`src/rtl/ffca_pkg.sv`:
```
// Shared constants, codes and control types of the first-fit allocator.
package ffca_pkg;

    localparam int FREE_SLOTS    = 16;
    localparam int LIVE_SLOTS    = 64;
    localparam int HEADER_BYTES  = 32;
    localparam int POINTER_BYTES = 8;
    localparam int GRANULE       = 16;
    localparam int MIN_ALIGN     = 4;
    localparam int MIN_BLOCK     = HEADER_BYTES + GRANULE;

    localparam int FIW = $clog2(FREE_SLOTS);
    localparam int FCW = $clog2(FREE_SLOTS + 1);
    localparam int LIW = $clog2(LIVE_SLOTS);

    localparam logic CFG_HEAP_BASE = 1'b0;
    localparam logic CFG_HEAP_SIZE = 1'b1;

    localparam logic OP_ALLOC = 1'b0;
    localparam logic OP_FREE  = 1'b1;

    typedef enum logic [2:0] {
        STAT_OK      = 3'd0,
        STAT_BAD     = 3'd1,
        STAT_NOFIT   = 3'd2,
        STAT_IGNORED = 3'd3,
        STAT_FULL    = 3'd4
    } status_t;

    typedef enum logic [3:0] {
        S_IDLE, S_CHECK, S_NEED, S_FIT, S_SLOT, S_ALLOC,
        S_LRD, S_LCMP, S_POS, S_FREE, S_SUM, S_DONE
    } state_t;

    typedef struct packed {
        logic    load;
        logic    check;
        logic    need;
        logic    fit_step;
        logic    slot;
        logic    alloc;
        logic    lrd;
        logic    lcmp;
        logic    pos_step;
        logic    free_apply;
        logic    sum_init;
        logic    sum_step;
        logic    res_set;
        status_t res_code;
    } cmd_t;

    typedef struct packed {
        logic is_free;
        logic bad;
        logic null_addr;
        logic fit_end;
        logic fit_hit;
        logic slot_none;
        logic live_hit;
        logic scan_last;
        logic pos_stop;
        logic ins_full;
        logic sum_end;
    } stat_t;

endpackage

```
`src/rtl/ffca_ctrl.sv`:
```
// Allocator controller: sequences checks, scans, table updates and the result beat.
module ffca_ctrl import ffca_pkg::*;
(
    input  logic  clk,
    input  logic  rst_n,
    input  logic  in_valid,
    output logic  in_ready,
    output logic  out_valid,
    input  logic  out_ready,
    input  stat_t stat,
    output cmd_t  cmd
);

    state_t state_reg, state_next;

    always_ff @(posedge clk or negedge rst_n)
    begin
        if (!rst_n)
            state_reg <= S_IDLE;
        else
            state_reg <= state_next;
    end

    always_comb
    begin
        state_next   = state_reg;
        cmd          = '0;
        cmd.res_code = STAT_OK;
        in_ready     = 1'b0;
        out_valid    = 1'b0;
        case (state_reg)
            S_IDLE:
            begin
                in_ready = 1'b1;
                if (in_valid)
                begin
                    cmd.load   = 1'b1;
                    state_next = S_CHECK;
                end
            end
            S_CHECK:
            begin
                cmd.check = 1'b1;
                if (stat.is_free)
                begin
                    if (stat.null_addr)
                    begin
                        cmd.res_set  = 1'b1;
                        cmd.res_code = STAT_IGNORED;
                        cmd.sum_init = 1'b1;
                        state_next   = S_SUM;
                    end
                    else
                        state_next = S_LRD;
                end
                else if (stat.bad)
                begin
                    cmd.res_set  = 1'b1;
                    cmd.res_code = STAT_BAD;
                    cmd.sum_init = 1'b1;
                    state_next   = S_SUM;
                end
                else
                    state_next = S_NEED;
            end
            S_NEED:
            begin
                cmd.need   = 1'b1;
                state_next = S_FIT;
            end
            S_FIT:
            begin
                cmd.fit_step = 1'b1;
                if (stat.fit_hit)
                    state_next = S_SLOT;
                else if (stat.fit_end)
                begin
                    cmd.res_set  = 1'b1;
                    cmd.res_code = STAT_NOFIT;
                    cmd.sum_init = 1'b1;
                    state_next   = S_SUM;
                end
            end
            S_SLOT:
            begin
                cmd.slot = 1'b1;
                if (stat.slot_none)
                begin
                    cmd.res_set  = 1'b1;
                    cmd.res_code = STAT_FULL;
                    cmd.sum_init = 1'b1;
                    state_next   = S_SUM;
                end
                else
                    state_next = S_ALLOC;
            end
            S_ALLOC:
            begin
                cmd.alloc    = 1'b1;
                cmd.res_set  = 1'b1;
                cmd.res_code = STAT_OK;
                cmd.sum_init = 1'b1;
                state_next   = S_SUM;
            end
            S_LRD:
            begin
                cmd.lrd    = 1'b1;
                state_next = S_LCMP;
            end
            S_LCMP:
            begin
                cmd.lcmp = 1'b1;
                if (stat.live_hit)
                    state_next = S_POS;
                else if (stat.scan_last)
                begin
                    cmd.res_set  = 1'b1;
                    cmd.res_code = STAT_IGNORED;
                    cmd.sum_init = 1'b1;
                    state_next   = S_SUM;
                end
                else
                    state_next = S_LRD;
            end
            S_POS:
            begin
                cmd.pos_step = 1'b1;
                if (stat.pos_stop)
                    state_next = S_FREE;
            end
            S_FREE:
            begin
                cmd.free_apply = 1'b1;
                cmd.res_set    = 1'b1;
                cmd.res_code   = stat.ins_full ? STAT_FULL : STAT_OK;
                cmd.sum_init   = 1'b1;
                state_next     = S_SUM;
            end
            S_SUM:
            begin
                cmd.sum_step = 1'b1;
                if (stat.sum_end)
                    state_next = S_DONE;
            end
            S_DONE:
            begin
                out_valid = 1'b1;
                if (out_ready)
                    state_next = S_IDLE;
            end
            default:
            begin
                state_next = S_IDLE;
            end
        endcase
    end

endmodule

```
`config.mk`:
```
export PLATFORM = sky130hd
export DESIGN_NAME = ffca_ctrl
export DESIGN_NICKNAME = d
export VERILOG_FILES = /design/src/rtl/ffca_pkg.sv /design/src/rtl/ffca_ctrl.sv
export SDC_FILE = /design/constraint.sdc
export NUM_CORES = 1
export LEC_CHECK = 0
export CAP_MARGIN = 25
export CORE_AREA = 2 2 39 41
export CTS_CLUSTER_SIZE = 16
export DETAILED_ROUTE_END_ITERATION = 16
export DIE_AREA = 0 0 41 43
export DONT_BUFFER_PORTS = 1
export GPL_TIMING_DRIVEN = 1
export HOLD_SLACK_MARGIN = 0.02
export PLACE_DENSITY_LB_ADDON = 0.05
export SYNTH_ARGS = -nofsm -noshare
export SYNTH_HDL_FRONTEND = slang
export SYNTH_SLANG_ARGS = --single-unit
```
`constraint.sdc`:
```
create_clock -name clk -period 1.5 [get_ports clk]
set_input_delay 0.225 -clock clk [delete_from_list [all_inputs] [get_ports clk]]
set_output_delay 0.225 -clock clk [all_outputs]
set_load 0.005 [all_outputs]
```
==> reports/results.ini, run 1 <==
[min_path]
holdCritStartpoint = stat[6]
hp-class = in -> reg

[floorplan]
row_count = 14
ios = 33
coreArea_um2 = 1384
die_area_um2 = 1763
floorplan.die.width_um = 41
initial_core_util_pct = 44.58
die_h_um = 43

[finish]
area_delta_synth_final_pct = 115.4
drive_gt1_share_pct = 79.17
fill_cells = 30
diodes = 0
largest_register_ffs = 4
nets = 137
multi_input_area_um2 = 700.7
register_area_um2 = 102.6
final_cells = 136

[synth]
synth_edf_count = 0
syn_inst = 77
synth_top_area_share_pct = 16.23
synth_cell_types = 44
netlist_area_um2 = 616.8
synth_seq_cells = 4
synth_top_area_cell = dfrtp_1
ys_top_cells_by_area = dfrtp_1 (16%), nand2_1 (4.3%), nor2_1 (4.3%)
async_flop_share_pct = 100.0
synth_warnings = 0
syn_avg_cell_area_um2 = 8.011
syn_nets = 92
seq_area_frac_synth_pct = 16.23
synth.top_cells.by_count = nand2_1 (7), nor2_1 (7)
ys.flop_type = dfrtp_1

[global_route]
overflow = 0
antenna_found_initial = 0
grt_pass1_vias = 735
grtUsageTotal_pct = 26.87
grt_pass1_wl_mm = 3.194
grt_max_degree = 9

[clocking]
h-tree-depth = 1
clock-sinks = 4
insertion_delay_ps = 240
cts_tree = built
clockRootBuffer = clkbuf_4
numCtsBuffers = 3
cts_max_path_buffers = 2
path_clk_slew_ps = 40

[status]
status = finished, violations left
violations = negative setup slack

[timing]
worst_slack_ps = -286.6
finClkSkew_ps = 7.991
holdWs_ps = 137.1
tightest_slew_ps = 304.3
rsz0062_at_grt = yes
max_freq_ghz = 0.5597
fin_crit_ps = 1787
slew_headroom_pct = 79.42
report.final.slew_viol_count = 0
hold_viol_final = 0
fin_crit_sh_pct = 119.1
setup_viol = 21

[placed_design]
dp_cells = 108
dp_slack_ps = -40.25
dpl.hpwl_mm = 1.316
port_buffers = 0
gp_congestion = 0.8047

[setup_path]
worstSetupPathType = reg -> out
critPathCaptureType = output pin
crit-reg2reg-launch = state_reg[3]$_DFFE_PN0P_
required_ps = 1270
cp_max_fo = 6
crit_arrival_ps = 1560
start_kind = flop
cp-startpoint = state_reg[2]$_DFFE_PN0P_

[drt]
via_per_inst = 6.919
wl_per_cell_um = 26.00
drtPass1Iterations = 4
routed_wl_mm = 3.536
vias = 941
drc = 0
drtIter0Drc = 31
ant_nets = 0

[pwr]
power.total_mw = 3.163
vdd_drop_max_v = 0.001701
p_int_mw = 1.701
seqPwrFrac_pct = 7.9
swShare_pct = 46.22
p_switching_mw = 1.462
pwr-share-clk_pct = 4.3
power-per-cell-area_nw_per_um2 = 2380
combPwrFrac_pct = 87.8
p_leak_nw = 0.5546

[run]
max_cap_viol_count = 0

-- kinds of logic after synthesis --
logic type                share of synthesized area (%)
and+or+nand+nor                                   39.76
AOI/OAI and AO/OA                                 28.60
muxes                                             5.882
DFF                                               16.23
xor gates and xnor gates                          1.420
buffers and inverters                             8.114
-- final timing paths --
path	endpoint	slack, ps	cells past startpoint
max	cmd[3]	-290	5
min	state_reg[2]$_DFFE_PN0P_	140	1
max reg2reg	state_reg[3]$_DFFE_PN0P_	-130	5
min reg2reg	state_reg[3]$_DFFE_PN0P_	870	3
max in group asynchronous	state_reg[0]$_DFFE_PN0P_	1060	1
min in group asynchronous	state_reg[2]$_DFFE_PN0P_	250	1
-- through the flow --
stage | utilization, % | cell area [µm²] | setup TNS, ps
6_report | 96.02 | 1329 | -2367
5_1_grt | 96.02 | 1329 | -2771
4_1_cts | 82.28 | 1139 | -870.7
3_5_place_dp | 56.78 | 785.8 | -54.63
3_3_place_gp | 56.78 | 785.8 | -19.51
2_1_floorplan | - | 634.4 | -4.311
-- cells in the final DEF (no fill, tap or decap), drive strengths merged, types with 3 or more instances in the layout --
cell type,Yosys,layout
a21oi,4,4
buf,6,45
clkbuf,0,3
dfrtp,4,4
nand2,7,7
nor2,7,7
nor3,4,4
o21ai,4,4
-- critical path: stages (launching register included) --
cell,delay [ps]
dfrtp_1,430
buf_6,160
nor4b_4,280
buf_4,210
nand2_2,80
o211ai_1,160
-- layer usage --
layer  global-route usage (%)  wire [µm]
met5                        0          0
met3                    5.236        306
met4                    10.67        237
met2                    42.50       1777
met1                    34.10       1214
-- power groups by stage --
stage	Clock (mW)	Sequential (mW)	Combinational, mW
6_report	0.136	0.251	2.78
5_1_grt	0.141	0.248	2.89
4_1_cts	0.139	0.229	2.16
3_5_place_dp	0	0.230	1.37
3_3_place_gp	0	0.224	1.35
2_1_floorplan	0	0.203	0.929
-- cell type report --
type	instances	area share [%]
Clock buffer	3	1.695
Timing Repair Buffer	46	34.37
Sequential cell	4	7.721
Multi-Input combinational cell	64	52.73
Inverter	3	1.977
Tap cell	16	1.507
-- timing repair --
item / CTS / global route
resized for setup: 37 / 39
buffers inserted: 21 / 3
pin swaps: 13 / 15
hold buffers: 1 / 0
hold endpoints to repair: 4 / 0
setup endpoints to repair: 17 / 21
Power figures use the tool's default switching activity.
==> run 2: changes to the inputs <==
Settings changed: CELL_PAD_IN_SITES_DETAIL_PLACEMENT from default to 0, CELL_PAD_IN_SITES_GLOBAL_PLACEMENT from default to 1, CORE_AREA 2 2 39 41 to default, CORE_ASPECT_RATIO from default to 1.2, CORE_MARGIN from default to 2, CORE_UTILIZATION from default to 37, DIE_AREA 0 0 41 43 to default.
==> run 2 against run 1 <==
The flow still finishes with violations (negative setup slack). Clock skew fell by 4.2 ps. Highest routed layer unchanged. Critical path type unchanged. Via count decreased by 24%. Critical path depth is 1 lower. Count of clock-buffer cells in the layout is the same. Cell count is 4.4% lower. Hold slack lost 39 ps. Clock power hardly changed. Sequential cell count unchanged.
==> reports/results.ini, run 2 (synthesis gave the netlist of run 1 again) <==
[status]
status = finished, violations left
violations = negative setup slack

[pwr]
vdd_drop_max_v = 0.001138
p_int_mw = 1.302
power-per-cell-area_nw_per_um2 = 2140
p_leak_nw = 0.4624
combPwrFrac_pct = 84.2
pwr-share-clk_pct = 6.0
power.total_mw = 2.295
p_switching_mw = 0.9923
swShare_pct = 43.24
seqPwrFrac_pct = 9.8

[setup_path]
cp_max_fo = 6
critPathCaptureType = output pin
crit_arrival_ps = 1460
crit-reg2reg-launch = state_reg[1]$_DFFE_PN0P_
cp-startpoint = state_reg[1]$_DFFE_PN0P_
cp_cell_sequence = buf_6, nor4b_4, nand2_1, o211ai_1
cpPeakStageDelay_ps = 410
r2r-end = state_reg[3]$_DFFE_PN0P_
worstSetupPathType = reg -> out
r2r_slack_ps = -180
rr_worst_depth = 5
worst_path_max_delay_cell = dfrtp_1
start_kind = flop
required_ps = 1270

[floorplan]
die_area_um2 = 2011
ios = 33
coreArea_um2 = 1602
die_h_um = 48.73
floorplan.die.width_um = 41.28
initial_core_util_pct = 38.52
row_count = 16

[timing]
tightest_slew_ps = 374.6
max_freq_ghz = 0.5944
rsz0062_at_grt = yes
worst_slack_ps = -182.3
setup_viol = 14
fin_crit_ps = 1682
hold_viol_final = 0
finClkSkew_ps = 3.765
slew_headroom_pct = 74.92
report.final.slew_viol_count = 0
fin_crit_sh_pct = 112.2

[run]
max_cap_viol_count = 0

[finish]
diodes = 0
register_area_um2 = 101.3
final_cells = 130
final_common_cell = buf_4
final_cell_mix = buf_4 (28), buf_6 (9), nor2_1 (6)
fill_cells = 144
multi_input_area_um2 = 590.6
drive_gt1_share_pct = 66.07
nets = 129
largest_register_ffs = 4
area_delta_synth_final_pct = 73.83

[clocking]
path_clk_slew_ps = 40
insertion_delay_ps = 240
clock-sinks = 4
cts_tree = built
cts_max_path_buffers = 2
numCtsBuffers = 3
h-tree-depth = 1
clockRootBuffer = clkbuf_4

[placed_design]
gp_congestion = 0.7664
port_buffers = 0
dpl.hpwl_mm = 1.404
dp_cells = 117

[min_path]
hp-class = in -> reg
hold_path_depth = 1
hold_end = state_reg[2]$_DFFE_PN0P_
holdCritStartpoint = stat[6]

[drt]
drc = 0
drtPass1Iterations = 4
wl_per_cell_um = 15.12
ant_nets = 0
vias = 714
drtIter0Drc = 10
via_per_inst = 5.492
routed_wl_mm = 1.965

[global_route]
grtUsageTotal_pct = 22.43
grt_max_degree = 12
overflow = 0
antenna_found_initial = 0
grt_pass1_vias = 707
grt_pass1_wl_mm = 3.132

-- run 2: worst max-delay path, delay by kind of cell (launching register included) --
| kind | cells | cell delay, ps |
|---|---|---|
| flops | 1 | 410 |
| buf+inv | 1 | 150 |
| simple gates | 2 | 510 |
| compound gates | 1 | 130 |
-- run 2: power by group through the flow --
stage	clock (mW)	combinational (mW)	sequential, mW
final	0.139	1.93	0.224
after detailed placement	0	1.44	0.218
after global placement	0	1.44	0.216
after floorplan	0	0.929	0.203
after global routing	0.157	2.09	0.231
after CTS	0.141	1.71	0.224
-- run 2: layer usage --
| metal | track usage [%] | vias up | routed length, µm |
|---|---|---|---|
| li1 | - | 359 | - |
| met1 | 30.97 | 333 | 879 |
| met2 | 34.11 | 20 | 986 |
| met3 | 4.587 | 2 | 83 |
| met4 | 6.452 | 0 | 16 |
| met5 | 0 | - | 0 |
-- run 2: worst max path at each step --
stage	endpoint	slack, ps	cells past startpoint
finish	cmd[3]	-180	4
global route	cmd[5]	-310	4
CTS	cmd[3]	-170	4
detailed placement	state_reg[3]$_DFFE_PN0P_	-70	4
global placement	state_reg[3]$_DFFE_PN0P_	-20	4
floorplan	state_reg[3]$_DFFE_PN0P_	-4	4
-- run 2: layout make-up --
| class | count | area share, % |
|---|---|---|
| sequential | 4 | 9.452 |
| timing repair buffer | 38 | 29.99 |
| inverter | 3 | 1.284 |
| clock buffer | 3 | 2.100 |
| tap | 18 | 2.100 |
| multi-input combinational | 64 | 55.08 |
-- run 2: stage by stage --
stage / setup slack [ps] / TNS [ps] / hold slack (ps) / instance area (µm²) / utilization (%)
after floorplan: -4.311 / -4.311 / -70.59 / 634.4 / -
after global placement: -15.30 / -15.30 / -70.48 / 828.3 / 51.72
after detailed placement: -69.52 / -98.51 / -70.47 / 828.3 / 51.72
after CTS: -169.8 / -1145 / 96.45 / 985.9 / 61.56
after global routing: -307.1 / -2677 / 82.79 / 1072 / 66.95
final: -182.3 / -1473 / 97.85 / 1072 / 66.95
-- run 2: timing repair --
item,4_1_cts,5_1_grt
resized for setup,18,17
buffers inserted,7,3
hold buffers,1,0
endpoints found under the hold margin,4,0
setup endpoints to repair,15,20
pin swaps,6,10
==> run 3: changes to the inputs <==
Settings changed: CORE_ASPECT_RATIO 1.2 to default, CORE_UTILIZATION 37 to 41, SLEW_MARGIN from default to 20.
Clock period 1.5 ns to 1.9 ns, I/O delays scaled along.
==> run 3 against run 2 <==
The flow now finishes without violations. Register-to-register slack improved by 260 ps. Die area down 9.0%. Via count fell by 16%. Cell count shrank 25%. Utilization down 15 points. Clock skew rose by 1.7 ps. Hold slack better by 80 ps. Sequential cell count unchanged. Global-route usage fell by 6.0 points. Critical endpoint is now cmd[5]. Largest cell class unchanged.
==> reports/results.ini, run 3 (synthesis gave the netlist of run 1 again) <==
[drt]
drtIter0Drc = 7
drc = 0
ant_nets = 0
via_per_inst = 6.153
wl_per_cell_um = 16.04
drtPass1Iterations = 4
routed_wl_mm = 1.572
vias = 603

[setup_path]
cp-startpoint = state_reg[1]$_DFFE_PN0P_
cp_max_fo = 4
critPathCaptureType = output pin
worst_path_max_delay_cell = dfrtp_2
worstSetupPathType = reg -> out
cpLargestDelayFamily = simple AND/OR/NAND/NOR gates
cpPeakStageDelay_ps = 410
required_ps = 1620
crit_buf_inv = 1
crit_arrival_ps = 1550
start_kind = flop
crit-reg2reg-launch = state_reg[1]$_DFFE_PN0P_
cp_cell_sequence = buf_4, and4bb_4, and3b_1, a31oi_2, o211ai_1

[finish]
design_area_um2 = 698.2
largest_register_ffs = 4
final_cell_mix = buf_4 (8), nand2_1 (7), nor2_1 (7)
drive_gt1_share_pct = 31.33
area_delta_synth_final_pct = 13.18
final_common_cell = buf_4
diodes = 0
nets = 100

[clocking]
clockRootBuffer = clkbuf_4
path_clk_slew_ps = 40
insertion_delay_ps = 230
cts_tree = built
cts_max_path_buffers = 2
h-tree-depth = 1
clock-sinks = 4
numCtsBuffers = 3

[timing]
fin_crit_sh_pct = 96.76
slew_headroom_pct = 72.64
report.final.slew_viol_count = 0
holdWs_ps = 178.3
fin_crit_ps = 1838
hold_viol_final = 0
setup-tns-final_ps = 0
tightest_slew_ps = 406.7
finClkSkew_ps = 5.428
worst_slack_ps = 61.62
setup_viol = 0
max_freq_ghz = 0.5440

[global_route]
use_met3_pct = 2.553
overflow = 0
grtUsageTotal_pct = 16.48
grtUsageMet2_pct = 24.85
grt_pass1_wl_mm = 2.387
antenna_found_initial = 0
grt_max_degree = 12
top_usage_layer = met2
grt_pass1_vias = 522
use_met1_pct = 24.23

[floorplan]
die_area_um2 = 1831
row_count = 13
initial_core_util_pct = 45.69
floorplan.die.width_um = 42.79
coreArea_um2 = 1350
ios = 33
die_h_um = 42.79

[status]
status = finished clean

[placed_design]
dpl.hpwl_mm = 1.178
gp_congestion = 0.7470
port_buffers = 0
postPlaceCellArea_um2 = 634.4
dp_slack_ps = 219.3

[min_path]
hp-class = in -> reg
holdCritStartpoint = stat[6]

[pwr]
power.total_mw = 1.165
p_leak_nw = 0.2782
power-per-cell-area_nw_per_um2 = 1668
vdd_drop_max_v = 0.001031

[run]
max_cap_viol_count = 0

-- run 3: changes by cell type in the layout (fill, tap and decap cells not counted), moves of 3 or more --
| cell | delta |
|---|---|
| buf_4 | -20 |
| buf_6 | -9 |
| nand2_1 | +3 |
| nand2_2 | -3 |
| nor3_1 | +3 |
-- run 3: repair_timing --
action	4_1_cts	5_1_grt
pin swaps	0	2
hold buffers	1	0
setup endpoints to repair	2	3
resized for setup	1	2
buffers inserted	0	3
hold endpoints to repair	4	0
-- run 3: routing by layer --
| layer | vias up | routed length, µm |
|---|---|---|
| li1 | 302 | - |
| met1 | 280 | 781 |
| met2 | 21 | 711 |
| met3 | 0 | 79 |
| met4 | 0 | 0 |
| met5 | - | 0 |
-- run 3: path summary, 6_finish.rpt --
kind | depth (start not counted) | slack (ps) | endpoint
worst max-delay path | 5 | 60 | cmd[5]
worst min-delay path | 1 | 180 | state_reg[2]$_DFFE_PN0P_
worst max register to register | 6 | 80 | state_reg[3]$_DFFE_PN0P_
worst min register to register | 2 | 810 | state_reg[3]$_DFFE_PN0P_
max in group asynchronous | 1 | 1400 | state_reg[3]$_DFFE_PN0P_
min in group asynchronous | 1 | 320 | state_reg[1]$_DFFE_PN0P_
-- run 3: metrics by stage --
stage	utilization (%)	instances
2_1_floorplan	-	77
3_3_place_gp	46.99	91
3_5_place_dp	46.99	91
4_1_cts	49.49	95
5_1_grt	51.71	98
6_report	51.71	98
-- run 3: area by class of cell --
| cell class | count | area, µm² |
|---|---|---|
| multi-input combinational | 64 | 473.0 |
| clock buffer | 3 | 22.52 |
| tap | 15 | 18.77 |
| sequential | 4 | 102.6 |
| timing repair buffer | 9 | 70.07 |
| inverter | 3 | 11.26 |
| fill | 143 | 651.9 |
-- run 3: power breakdown --
part | internal [mW] | switching [mW]
combinational | 0.411 | 0.433
sequential | 0.131 | 0.0850
clock | 0.0706 | 0.0343
total | 0.612 | 0.553
